**config.mk**
```make
export PLATFORM = sky130hd
export DESIGN_NAME = strmq_ctrl
export DESIGN_NICKNAME = d
export VERILOG_FILES = /design/src/rtl/core/strmq_pkg.sv /design/src/rtl/core/strmq_ctrl.sv
export SDC_FILE = /design/constraint.sdc
export NUM_CORES = 1
export LEC_CHECK = 0
export BUFFER_PORTS_ARGS = -buffer_cell sky130_fd_sc_hd__buf_2
export CORE_UTILIZATION = 53
export DETAILED_ROUTE_END_ITERATION = 8
export PLACE_DENSITY = 0.87
export SETUP_SLACK_MARGIN = 0.05
export SLEW_MARGIN = 20
export SYNTH_ARGS = -nofsm -noshare
export SYNTH_HDL_FRONTEND = slang
export SYNTH_SLANG_ARGS = --single-unit
```
**constraint.sdc**
```tcl
create_clock -name clk -period 2.7 [get_ports clk]
set_input_delay 0.135 -clock clk [delete_from_list [all_inputs] [get_ports clk]]
set_output_delay 0.135 -clock clk [all_outputs]
set_load 0.02 [all_outputs]
```
**src/rtl/core/strmq_pkg.sv**
```systemverilog
// Package for the sparse table range minimum query unit.
// Holds word types, opcodes, status codes and controller command structs.
// No dependencies.
package strmq_pkg;

  localparam logic [1:0] OP_WRITE = 2'd0;
  localparam logic [1:0] OP_BUILD = 2'd1;
  localparam logic [1:0] OP_QUERY = 2'd2;

  localparam logic [1:0] ST_OK        = 2'd0;
  localparam logic [1:0] ST_BAD_RANGE = 2'd1;
  localparam logic [1:0] ST_NOT_BUILT = 2'd2;
  localparam logic [1:0] ST_BAD_COUNT = 2'd3;

  typedef struct packed {
    logic [1:0]         opcode;
    logic [9:0]         position;
    logic signed [31:0] value;
    logic [10:0]        count;
    logic [9:0]         query_low;
    logic [9:0]         query_high;
  } in_word_t;

  typedef struct packed {
    logic [9:0]         min_index;
    logic signed [31:0] min_value;
    logic [1:0]         status;
  } out_word_t;

  // Datapath sequencing commands issued by the controller.
  typedef struct packed {
    logic load;       // capture the input word and do checks
    logic wr_elem;    // write element store
    logic b_init;     // start of build
    logic b_lvl0;     // level 0 copy step
    logic b_rd;       // issue level k-1 table reads
    logic b_el;       // issue element reads
    logic b_wr;       // compare and write level k
    logic q_rd;       // issue query table reads
    logic q_el;       // issue query element reads
    logic q_cmp;      // compare and capture result
    logic done;       // emit result
  } cmd_t;

  typedef struct packed {
    logic lvl0_last;
    logic row_last;
    logic levels_done;
  } stat_t;

endpackage

```
**src/rtl/core/strmq_ctrl.sv**
```systemverilog
// Controller state machine for the range minimum unit.
// Depends on strmq_pkg.
module strmq_ctrl (
  input  logic              clk,
  input  logic              rst,
  input  logic              start,
  input  logic [1:0]        opcode,
  input  logic              go_build,
  input  logic              go_query,
  input  strmq_pkg::stat_t  stat,
  output logic              busy,
  output strmq_pkg::cmd_t   cmd
);

  typedef enum logic [11:0] {
    S_IDLE  = 12'b000000000001,
    S_CHECK = 12'b000000000010,
    S_LVL0  = 12'b000000000100,
    S_BRD   = 12'b000000001000,
    S_BEL   = 12'b000000010000,
    S_BWR   = 12'b000000100000,
    S_QRD   = 12'b000001000000,
    S_QEL   = 12'b000010000000,
    S_QCMP  = 12'b000100000000,
    S_DONE  = 12'b001000000000,
    S_WAIT  = 12'b010000000000,
    S_BEL2  = 12'b100000000000
  } state_t;

  state_t state, state_next;

  always_ff @(posedge clk) begin
    if (rst) begin
      state <= S_IDLE;
    end else begin
      state <= state_next;
    end
  end

  always_comb begin
    state_next = state;
    cmd = '0;
    case (state)
      S_IDLE: begin
        if (start) begin
          cmd.load = 1'b1;
          state_next = S_CHECK;
        end
      end
      S_CHECK: begin
        if (go_build) begin
          cmd.b_init = 1'b1;
          state_next = S_LVL0;
        end else if (go_query) begin
          cmd.q_rd = 1'b1;
          state_next = S_QRD;
        end else begin
          cmd.wr_elem = (opcode == strmq_pkg::OP_WRITE);
          state_next = S_DONE;
        end
      end
      S_LVL0: begin
        cmd.b_lvl0 = 1'b1;
        if (stat.lvl0_last) begin
          state_next = stat.levels_done ? S_DONE : S_BRD;
        end
      end
      S_BRD: begin
        cmd.b_rd = 1'b1;
        state_next = S_BEL;
      end
      S_BEL: begin
        cmd.b_el = 1'b1;
        state_next = S_BEL2;
      end
      S_BEL2: begin
        cmd.b_el = 1'b1;
        state_next = S_BWR;
      end
      S_BWR: begin
        cmd.b_wr = 1'b1;
        if (stat.row_last && stat.levels_done) begin
          state_next = S_DONE;
        end else begin
          state_next = S_BRD;
        end
      end
      S_QRD: begin
        cmd.q_el = 1'b1;
        state_next = S_QEL;
      end
      S_QEL: state_next = S_QCMP;
      S_QCMP: begin
        cmd.q_cmp = 1'b1;
        state_next = S_DONE;
      end
      S_DONE: begin
        cmd.done = 1'b1;
        state_next = S_WAIT;
      end
      S_WAIT: state_next = S_IDLE;
      default: state_next = S_IDLE;
    endcase
  end

  assign busy = (state != S_IDLE);

  a_busy_after_start: assert property (@(posedge clk) disable iff (rst)
    (start && !busy) |=> busy)
    else $error("start not taken");
  a_done_once: assert property (@(posedge clk) disable iff (rst)
    cmd.done |=> !cmd.done)
    else $error("double result");
  a_state_onehot: assert property (@(posedge clk) disable iff (rst)
    $onehot(state))
    else $error("state not one-hot");

endmodule

```
# Yosys cells after proc, flatten, opt, wreduce, memory -nomap -nowiden
# Index checks and enable logic that the tools add are counted.
dict set report word_totals {
  elab_cells 42
  inputBits 10
  regBits 12
  output_inout_bits 12
}
dict set report classes {
  n_mux 23
  reduce_logical 4
  n_eq_ne 14
}
# cell n
set op_table {}
lappend op_table {{$pmux W12 S11} 1}
lappend op_table {{$mux W12} 3}
lappend op_table {{$mux W10} 3}
lappend op_table {{$mux W1} 15}
lappend op_table {{$eq A12 B1 Y1 const B} 1}
lappend op_table {{$eq A12 B10 Y1 const B} 1}
lappend op_table {{$eq A12 B12 Y1 const B} 1}
lappend op_table {{$eq A12 B2 Y1 const B} 1}
lappend op_table {{$eq A12 B3 Y1 const B} 1}
lappend op_table {{$eq A12 B4 Y1 const B} 1}
lappend op_table {{$eq A12 B5 Y1 const B} 1}
lappend op_table {{$eq A12 B6 Y1 const B} 1}
lappend op_table {{$eq A12 B7 Y1 const B} 1}
lappend op_table {{$eq A12 B8 Y1 const B} 1}
lappend op_table {{$eq A12 B9 Y1 const B} 1}
lappend op_table {{$ne A12 B1 Y1 const B} 1}
lappend op_table {{$ne A2 B2 Y1 const B} 2}
lappend op_table {{$logic_not A2 Y1} 1}
lappend op_table {{$mux W2} 1}
lappend op_table {{$reduce_and A2 Y1} 1}
lappend op_table {{$reduce_or A2 Y1} 1}
lappend op_table {{$logic_and A1 B1 Y1} 1}

# Longest topological paths before layout
# Gate-level depths: netlist (run 1).
dict set report depth {
  word_depth 4
  mapped_depth 5
  ltp_nobuf 4
}

# Worst setup path after synthesis (run 1)
# Ideal clock, no wire load.
dict set report synth_timing {
  path_kind {register -> output}
  start {reg state[2]}
  end {out cmd[5] in the netlist's numbering}
  stages_incl_launch_ff 4
  required_ns 2.565
  path_slack_ns 0.873
  path_buffers 0
  arrival_ns 1.692
  cell_sequence {dfxtp_1 nor4_2 nand2_1 nor4_1}
}
# element line
set synth_lines {}
lappend synth_lines {{from (decl)} strmq_ctrl.sv:30} ;# state_t state, state_next;
lappend synth_lines {{from (signal assigned)} strmq_ctrl.sv:36} ;# state <= state_next;
lappend synth_lines {{to (decl)} strmq_ctrl.sv:12} ;# output strmq_pkg::cmd_t cmd

==> metrics.yaml, run 1 <==
outcome: "completed"
post-place-ws_ns: 0.777
start_util_pct: 57.1
p_switching_uw: 103
pwr_density_cell_nw_per_um2: 370
worst_slack_ns: 0.478
synthMuxAreaShare_pct: 0
whs_path_depth: 2
drtIter0Drc: 21
hp-start: "go_build"
antenna_cells: 0
core_area_um2: 1520
clkTransAtPathRegs_ns: 0.07
fin_setup_tns_ns: 0
drv_slew: 0
synthArstFlopShare_pct: 0
crit_start: "state[11]"
p_seq_share_pct: 52.2
drtAntennaViolNets: 0
synthSimpleGateAreaFrac_pct: 47.8
yosysWarnings: 0
post-cts-setup-buffers: 0
min_to: "state[6]"
cts_tree: "yes"
io_buffers: 21
p_leak_uw: 0.000406
cts.sinks: 12
avgRoutedWirePerCell_um: 15.1
drcViolationCount: 0
gp_congestion: 0.863
die_x_um: 42.5
synth_fa_ha_area_share_pct: 0
clkLatencyLatePin_ns: 0.27
rsz0062_at_grt: "no"
maxSlewHeadroom_pct: 60.8
post-route-min-period_ns: 2.22
layout-drive-gt1-share_pct: 33.0
top_register: "state"
fin_skew_ns: 0.00713
die_y_um: 42.5
rows: 14
synth.most_common_cell: "dfxtp_1"
pwr-share-clk_pct: 30.4
cp_max_fo: 9
netlist_top_cells_count: "dfxtp_1, nor2_1, nand2_1, nor3_1, inv_1"
synth_top_cell_area_share_pct: 27.6
synth_edf_count: 0
worstSetupStartpointType: "register"
worst_ep_arrival_time_ns: 2.09
worst_pin_slew_ns: 0.584
reg_top3: "state (12)"
syn_nets: 107
ys_seq_area_share_pct: 27.6
ff2ff_path_depth: 4
io_pins: 22
drv_cap: 0
synthCells: 97
cp-end-kind: "output port"
synth_top_family_by_area: "simple AND/OR/NAND/NOR gates"
synth_top_cell_by_area: "dfxtp_1"
vias: 825
cts.htree.levels: 1
vias_per_cell: 6.30
period_share_pct: 82.3
first_pass_iters: 4
syn2layout_area_growth_pct: 12.2
netlist_area_um2: 870
synth_cell_types: 43
fp.dieArea_um2: 1810
synth-xor-area-share_pct: 3.02
cts_buffer_depth: 2
worstSetupPathType: "register to output port"
p_int_uw: 257
r2r-start: "state[11]"
ff2ff_setup_slack_ns: 0.88
wl_um: 1980
final_util_pct: 64.0
cts-resized-gates: 0
hold_violations: 0
netlist_top_cells_area: "dfxtp_1, nor4_4, nor4b_1"
r2r-end: "state[6]"
synth-compound-area-share_pct: 14.7
cts_buffers: 3
final_nets: 127
grt_pass1_vias: 748
max_freq_mhz: 450
cp_data_required_time_ns: 2.57
syn_area_per_cell_um2: 8.96
holdBufCountCts: 0
largest_register_ff_count: 12
synth-seq-cells: 12
overflow: 0
peakVddDrop_mv: 0.244
netSwitchingFraction_pct: 28.7
grt_max_degree: 10
power_uw: 361
grt_pass1_wl_um: 3180
hp-class: "input pin to register"
antenna_found_initial: 0
dp_hpwl_um: 1600
ys.flop_type: "dfxtp_1"
clockRootBuffer: "clkbuf_4"
pwr-share-comb_pct: 17.5
setup_violations: 0
grt_use_total_pct: 24.1
==> how the worst max path moves through the flow <==
| stage | endpoint | slack [ns] | cells after the start |
|---|---|---|---|
| after floorplan | cmd[5] | 0.87 | 3 |
| after global placement | cmd[9] | 0.82 | 5 |
| after detailed placement | cmd[9] | 0.78 | 5 |
| after CTS | cmd[9] | 0.48 | 5 |
| after global routing | cmd[9] | 0.35 | 5 |
| final | cmd[9] | 0.48 | 5 |
==> layout make-up <==
cell class	instances	area [um^2]
Timing Repair Buffer	21	105
Multi-Input combinational cell	74	569
Sequential cell	12	240
Inverter	5	18.8
Clock buffer	3	22.5
Fill cell	133	548
Tap cell	16	20.0
==> placed cells by master (no fill, tap or decap), drive strengths merged, types with 4 or more instances in the layout <==
cell type,synthesis,routed
buf,6,21
dfxtp,12,12
nor2,8,8
nor3,8,8
nand2,7,7
nor4b,6,6
nor4,6,6
inv,5,5
nand3,4,4
a21oi,4,4
==> critical path, stage by stage, from the launching register on <==
cell and delay [ns]:
dfxtp_1 0.41, nor4_4 0.61, nand3_4 0.15, or3_4 0.37, nor3_2 0.09, buf_2 0.18
==> power groups by stage <==
stage,sequential (uW),combinational (uW),clock (uW)
after detailed placement,192,62.6,0
after global placement,192,60.9,0
after CTS,188,62.9,111
after global routing,189,67.3,120
final,188,63.0,110
after floorplan,191,42.8,0
==> cells by family (layout without fill, tap and decap cells) <==
family          count (synthesis)  count (layout)
simple gates                   55              55
compound gates                 16              16
flops                          12              12
buf+inv                        11              29
xor+xnor                        3               3
==> through the flow <==
stage | hold slack, ns | std cells | area [um^2]
global route | 0.0754 | 131 | 976
CTS | 0.0660 | 131 | 976
global placement | 0.355 | 128 | 953
floorplan | 0.212 | 97 | 870
finish | 0.0697 | 131 | 976
detailed placement | 0.355 | 128 | 953
==> layer usage <==
layer | wire, um | track usage (%) | share of wire (%)
met5 | 0 | 0 | 0
met1 | 839 | 28.0 | 42
met2 | 1000 | 39.7 | 51
met3 | 68 | 4.74 | 3.4
met4 | 72 | 15.6 | 3.6
Note: power is estimated with default switching activity, not from simulation.
==> inputs of run 2 (changes only) <==
CORE_UTILIZATION = 51   (was 53)
PLACE_DENSITY = 0.84   (was 0.87)
clock period = 2.2 ns   (was 2.7 ns; I/O delays follow)
==> metrics.yaml, run 2 (synthesis results as in run 1) <==
multiInputGateArea_um2: 587  # +3.1%
placed_area_um2: 961  # +0.79%
pwr_density_cell_nw_per_um2: 448  # +21%
overflow: 0  # unchanged
cp_cell_sequence: "nor4_4 -> nand3_4 -> or3_4 -> nor3_2 -> buf_2"
clkLatencyLatePin_ns: 0.28  # about the same
cp_data_required_time_ns: 2.09  # -0.48 ns
rows: 14  # unchanged
reg_top3: "state (12)"
final_cell_mix: "buf_2, dfxtp_1, nor2_1, nand2_1, nor3_1"
min_to: "state[6]"
antenna_cells: 0  # unchanged
maxSlewHeadroom_pct: 60.4  # -0.35 points
post-route-min-period_ns: 2.07
drv_cap: 0  # unchanged
setup_violations: 0  # unchanged
largest_register_ff_count: 12  # unchanged
drcViolationCount: 0  # unchanged
final_nets: 130  # +2.4%
cts.htree.levels: 1  # unchanged
p_switching_uw: 138  # +33%
ff2ff_path_depth: 6  # +2
worst_pin_slew_ns: 0.586  # +0.00195 ns
pwr-share-comb_pct: 17.8  # +0.3 points
grt_pass1_wl_um: 3350  # +5.4%
holdBufCountCts: 0  # unchanged
drtIter0Drc: 29  # +38%
final_util_pct: 66.0  # +2.0 points
clkTransAtPathRegs_ns: 0.07  # about the same
outcome: "completed"
syn2layout_area_growth_pct: 17.0
ff2ff_setup_slack_ns: 0.20  # -0.68 ns
grt_pass1_vias: 735  # -1.7%
layout_commonest_cell: "buf_2"
path_buf_inv: 1  # unchanged
first_pass_iters: 4  # unchanged
cts.sinks: 12  # unchanged
slowest_stage: "nor4_4"
r2r-start: "state[9]"
drv_slew: 0  # unchanged
grt_max_degree: 10  # unchanged
fillers: 145  # +9.0%
layout-drive-gt1-share_pct: 35.6  # +2.5 points
cts_tree: "yes"
dp_hpwl_um: 1580  # -1.4%
drtAntennaViolNets: 0  # unchanged
hp-start: "go_build"
fin_setup_tns_ns: 0  # unchanged
whs_path_depth: 2  # unchanged
clockRootBuffer: "clkbuf_4"
top_register: "state"
antenna_found_initial: 0  # unchanged
cp_max_fo: 6  # -3
max_freq_mhz: 484
worst_ep_arrival_time_ns: 1.96  # -0.13 ns
grt_use_total_pct: 25.0  # +0.95 points
start_util_pct: 56.4  # -0.65 points
vias_per_cell: 6.33  # +0.49%
netSwitchingFraction_pct: 30.2  # +1.5 points
fp.dieArea_um2: 1870  # +3.7%
die_y_um: 43.3  # +1.8%
hold_violations: 0  # unchanged
fin_skew_ns: 0.00160  # -0.00553 ns
vias: 848  # +2.8%
slowest_delay_ns: 0.51  # -0.10 ns
cp-end-kind: "output port"
peakVddDrop_mv: 0.312  # +28%
io_buffers: 21  # unchanged
regArea_um2: 241  # +0.52%
p_leak_uw: 0.000423  # +4.2%
cts_buffers: 3  # unchanged
power_uw: 456  # +26%
hp-class: "input pin to register"
p_int_uw: 318  # +24%
p_seq_share_pct: 51.2  # -1.0 points
rsz0062_at_grt: "no"
worstSetupPathType: "register to output port"
finalInstanceArea_um2: 1020  # +4.2%
wl_um: 2160  # +9.0%
pwr-share-clk_pct: 31.0  # +0.6 points
die_x_um: 43.3  # +1.8%
r2r-end: "state[6]"
cp_top_family: "simple AND/OR/NAND/NOR gates"
avgRoutedWirePerCell_um: 16.1  # +6.6%
gp_congestion: 0.899  # +4.1%
core_area_um2: 1540  # +1.1%
worstSetupStartpointType: "register"
period_share_pct: 94.0
cts_buffer_depth: 2  # unchanged
io_pins: 22  # unchanged
[run 2: changes by cell type in the layout (fill, tap and decap cells not counted)]
cell and change:
dfxtp_2 +1, nor4b_2 -1, buf_4 +3, nor4_2 -1, dfxtp_1 -1, nor4_4 +1
nor4b_4 +1
[run 2: power groups by stage]
stage / sequential, uW / combinational, uW / clock [uW]
global route: 235 / 88.2 / 151
detailed placement: 236 / 77.7 / 0
global placement: 236 / 75.1 / 0
floorplan: 234 / 52.5 / 0
finish: 233 / 81.2 / 142
CTS: 231 / 78.8 / 146
[run 2: area by class of cell]
| cell class | count | area share (%) |
|---|---|---|
| clock buffers | 3 | 2.21 |
| flip-flops and latches | 12 | 23.7 |
| multi-input cells | 74 | 57.7 |
| inverters | 5 | 1.85 |
| well taps | 16 | 1.97 |
| repair buffers | 24 | 12.5 |
[run 2: per-stage QoR]
stage | worst slack [ns] | cells | hold slack (ns)
2_1_floorplan | 0.398 | 97 | 0.187
3_3_place_gp | 0.428 | 129 | 0.324
3_5_place_dp | 0.396 | 129 | 0.333
4_1_cts | 0.0668 | 134 | 0.0324
5_1_grt | 0.0449 | 134 | 0.0413
6_report | 0.133 | 134 | 0.0360
[run 2: metal layers]
layer / global-route usage [%] / vias to the layer above / share of wire, %
li1: - / 407 / -
met1: 31.2 / 409 / 43
met2: 40.3 / 25 / 50
met3: 3.83 / 7 / 3.6
met4: 14.5 / 0 / 2.9
met5: 0 / - / 0
[run 2: how the worst max path moves through the flow]
stage / from / to / slack (ns) / depth (start not counted)
after global routing: state[9] / state[6] / 0.04 / 6
final: state[7] / cmd[9] / 0.13 / 5
after detailed placement: state[9] / cmd[9] / 0.40 / 5
after global placement: state[9] / cmd[9] / 0.43 / 5
after floorplan: state[2] / cmd[5] / 0.40 / 3
after CTS: state[0] / cmd[5] / 0.07 / 4
[run 2: what timing repair did]
action,in CTS,in global routing
resized for setup,0,3
pin swaps,1,1
setup buffers,2,0
endpoints found under the setup margin,1,3
gates cloned,0,0
==> inputs of run 3 (changes only) <==
ABC_AREA = 1   (was unset)
CORE_UTILIZATION = 49   (was 51)
PLACE_DENSITY = 0.83   (was 0.84)
==> metrics.yaml, run 3 <==
synth_cell_types: 18  # -58%
gp_congestion: 0.827  # -8.0%
yosysWarnings: 0  # unchanged
slowest_delay_ns: 0.34  # -0.17 ns
core_area_um2: 1380  # -10%
synth_fa_ha_area_share_pct: 0  # unchanged
netlist_area_um2: 774  # -11%
cts_tree: "yes"
antenna_found_initial: 0  # unchanged
die_y_um: 41.8  # -3.5%
top_register: "state"
grt_use_total_pct: 22.9  # -2.1 points
grt_max_degree: 10  # unchanged
clkLatencyLatePin_ns: 0.28  # about the same
outcome: "completed"
netlist_top_cells_area: "dfxtp_1, nand2_1, nor2_1"
cp_cell_sequence: "nor2_2 -> nand2_2 -> nor2_8 -> nand3_1 -> nor3_1 -> buf_2"
p_switching_uw: 386  # +180%
drtAntennaViolNets: 0  # unchanged
synth-seq-cells: 12  # unchanged
cp_data_required_time_ns: 2.09  # about the same
worstSetupStartpointType: "register"
max_freq_mhz: 595  # +23%
worst_pin_slew_ns: 0.280  # -0.306 ns
worstSetupPathType: "register to output port"
synthMuxAreaShare_pct: 0  # unchanged
r2r-start: "state[4]"
cts_buffer_depth: 2  # unchanged
fin_skew_ns: 0.00421  # +0.00261 ns
synth_top_cell_area_share_pct: 31.0  # +3.4 points
grt_pass1_vias: 759  # +3.3%
rows: 13  # -1
clkTransAtPathRegs_ns: 0.08  # about the same
post-place-ws_ns: 0.822  # +0.426 ns
first_pass_iters: 4  # unchanged
io_pins: 22  # unchanged
holdBufCountCts: 0  # unchanged
synth-compound-area-share_pct: 3.07  # -12 points
netSwitchingFraction_pct: 44.7  # +15 points
ys_seq_area_share_pct: 31.0  # +3.4 points
synth.most_common_cell: "nand2_1"
synth_top_cell_by_area: "dfxtp_1"
overflow: 0  # unchanged
post-cts-setup-buffers: 0  # -2
synth_edf_count: 0  # unchanged
cts.sinks: 12  # unchanged
rsz0062_at_grt: "no"
synthArstFlopShare_pct: 0  # unchanged
hp-class: "input pin to register"
regArea_um2: 240  # -0.52%
period_share_pct: 76.5  # -18 points
drv_slew: 0  # unchanged
synthCells: 129  # +33%
setup_violations: 0  # unchanged
finalInstanceArea_um2: 916  # -10%
avgRoutedWirePerCell_um: 11.1  # -31%
cp-end-kind: "output port"
pwr_density_cell_nw_per_um2: 941  # +110%
synth_top_family_by_area: "simple AND/OR/NAND/NOR gates"
pwr-share-comb_pct: 47.9  # +30 points
final_cell_mix: "nand2_1, nor2_1, inv_1, buf_2, dfxtp_1"
drv_cap: 0  # unchanged
cp_max_fo: 9  # +3
min_to: "state[3]"
maxSlewHeadroom_pct: 81.3  # +21 points
hold_violations: 0  # unchanged
cts_buffers: 3  # unchanged
grt_pass1_wl_um: 3150  # -6.0%
synthSimpleGateAreaFrac_pct: 50.4  # +2.6 points
syn_area_per_cell_um2: 6.00  # -33%
io_buffers: 21  # unchanged
wl_um: 1840  # -15%
clockRootBuffer: "clkbuf_4"
ys.flop_type: "dfxtp_1"
drcViolationCount: 0  # unchanged
synth-xor-area-share_pct: 0  # -3.0 points
hp-start: "rst"
p_int_uw: 477  # +50%
multiInputGateArea_um2: 414  # -29%
start_util_pct: 56.0  # -0.39 points
p_seq_share_pct: 31.1  # -20 points
syn2layout_area_growth_pct: 18.3
final_nets: 162  # +25%
ff2ff_setup_slack_ns: 0.87  # +0.67 ns
ff2ff_path_depth: 8  # +2
antenna_cells: 0  # unchanged
vias: 820  # -3.3%
worst_ep_arrival_time_ns: 1.57  # -0.39 ns
worst_slack_ns: 0.518  # +0.385 ns
peakVddDrop_mv: 0.673  # +120%
dp_hpwl_um: 1380  # -12%
slowest_stage: "dfxtp_1"
fp.dieArea_um2: 1740  # -7.0%
cts-resized-gates: 0  # unchanged
largest_register_ff_count: 12  # unchanged
post-route-min-period_ns: 1.68  # -0.385 ns
layout-drive-gt1-share_pct: 27.2  # -8.4 points
pwr-share-clk_pct: 20.9  # -10 points
drtIter0Drc: 15  # -48%
whs_path_depth: 2  # unchanged
netlist_top_cells_count: "nand2_1, nor2_1, inv_1"
p_leak_uw: 0.000584  # +38%
cts.htree.levels: 1  # unchanged
r2r-end: "state[3]"
fillers: 121  # -17%
fin_setup_tns_ns: 0  # unchanged
vias_per_cell: 4.94  # -22%
reg_top3: "state (12)"
die_x_um: 41.8  # -3.5%
layout_commonest_cell: "nand2_1"
placed_area_um2: 880  # -8.5%
syn_nets: 139  # +30%
## run 3: cell type report
type | count | share of cell area (%)
tap | 15 | 2.05
clock buffer | 4 | 3.96
inverter | 27 | 11.1
sequential | 12 | 26.2
timing repair buffer | 21 | 11.5
multi-input combinational | 87 | 45.2
## run 3: through the flow
stage | total power (uW) | utilization (%) | hold WS (ns) | std cells
2_1_floorplan | 585 | - | 0.294 | 129
3_3_place_gp | 660 | 63.6 | 0.410 | 162
3_5_place_dp | 675 | 63.6 | 0.422 | 162
4_1_cts | 855 | 66.2 | 0.131 | 166
5_1_grt | 910 | 66.2 | 0.143 | 166
6_report | 862 | 66.2 | 0.128 | 166
## run 3: worst max path at each step
stage	from	end	slack, ns	depth (start not counted)
6_report	state[4]	cmd[9]	0.52	6
5_1_grt	state[4]	cmd[9]	0.39	6
4_1_cts	state[4]	cmd[9]	0.50	6
3_5_place_dp	state[4]	cmd[9]	0.82	6
3_3_place_gp	state[4]	cmd[9]	0.92	6
2_1_floorplan	state[4]	cmd[9]	0.80	5
## run 3: routing by layer
| layer | vias up | GRT usage (%) | wire length (um) |
|---|---|---|---|
| li1 | 421 | - | - |
| met1 | 358 | 25.9 | 804 |
| met2 | 32 | 42.8 | 909 |
| met3 | 9 | 1.30 | 60 |
| met4 | 0 | 11.0 | 68 |
| met5 | - | 0 | 0 |
## run 3: power groups by stage
stage / registers (uW) / clock network, uW / logic [uW]
2_1_floorplan: 269 / 0 / 316
3_3_place_gp: 270 / 0 / 390
3_5_place_dp: 273 / 0 / 402
4_1_cts: 268 / 179 / 408
5_1_grt: 273 / 189 / 448
6_report: 269 / 181 / 413
## run 3: kinds of logic (layout without fill, tap and decap cells)
family	count (synthesis)	count (layout)
and+or+nand+nor	83	83
DFF	12	12
AOI/OAI and AO/OA	4	4
buffers and inverters	30	52
## run 3: critical path, delay by kind of cell (launching register included)
family,cells,cell delay [ns]
flip-flops,1,0.34
buffers and inverters,1,0.19
AND/OR/NAND/NOR,5,0.75
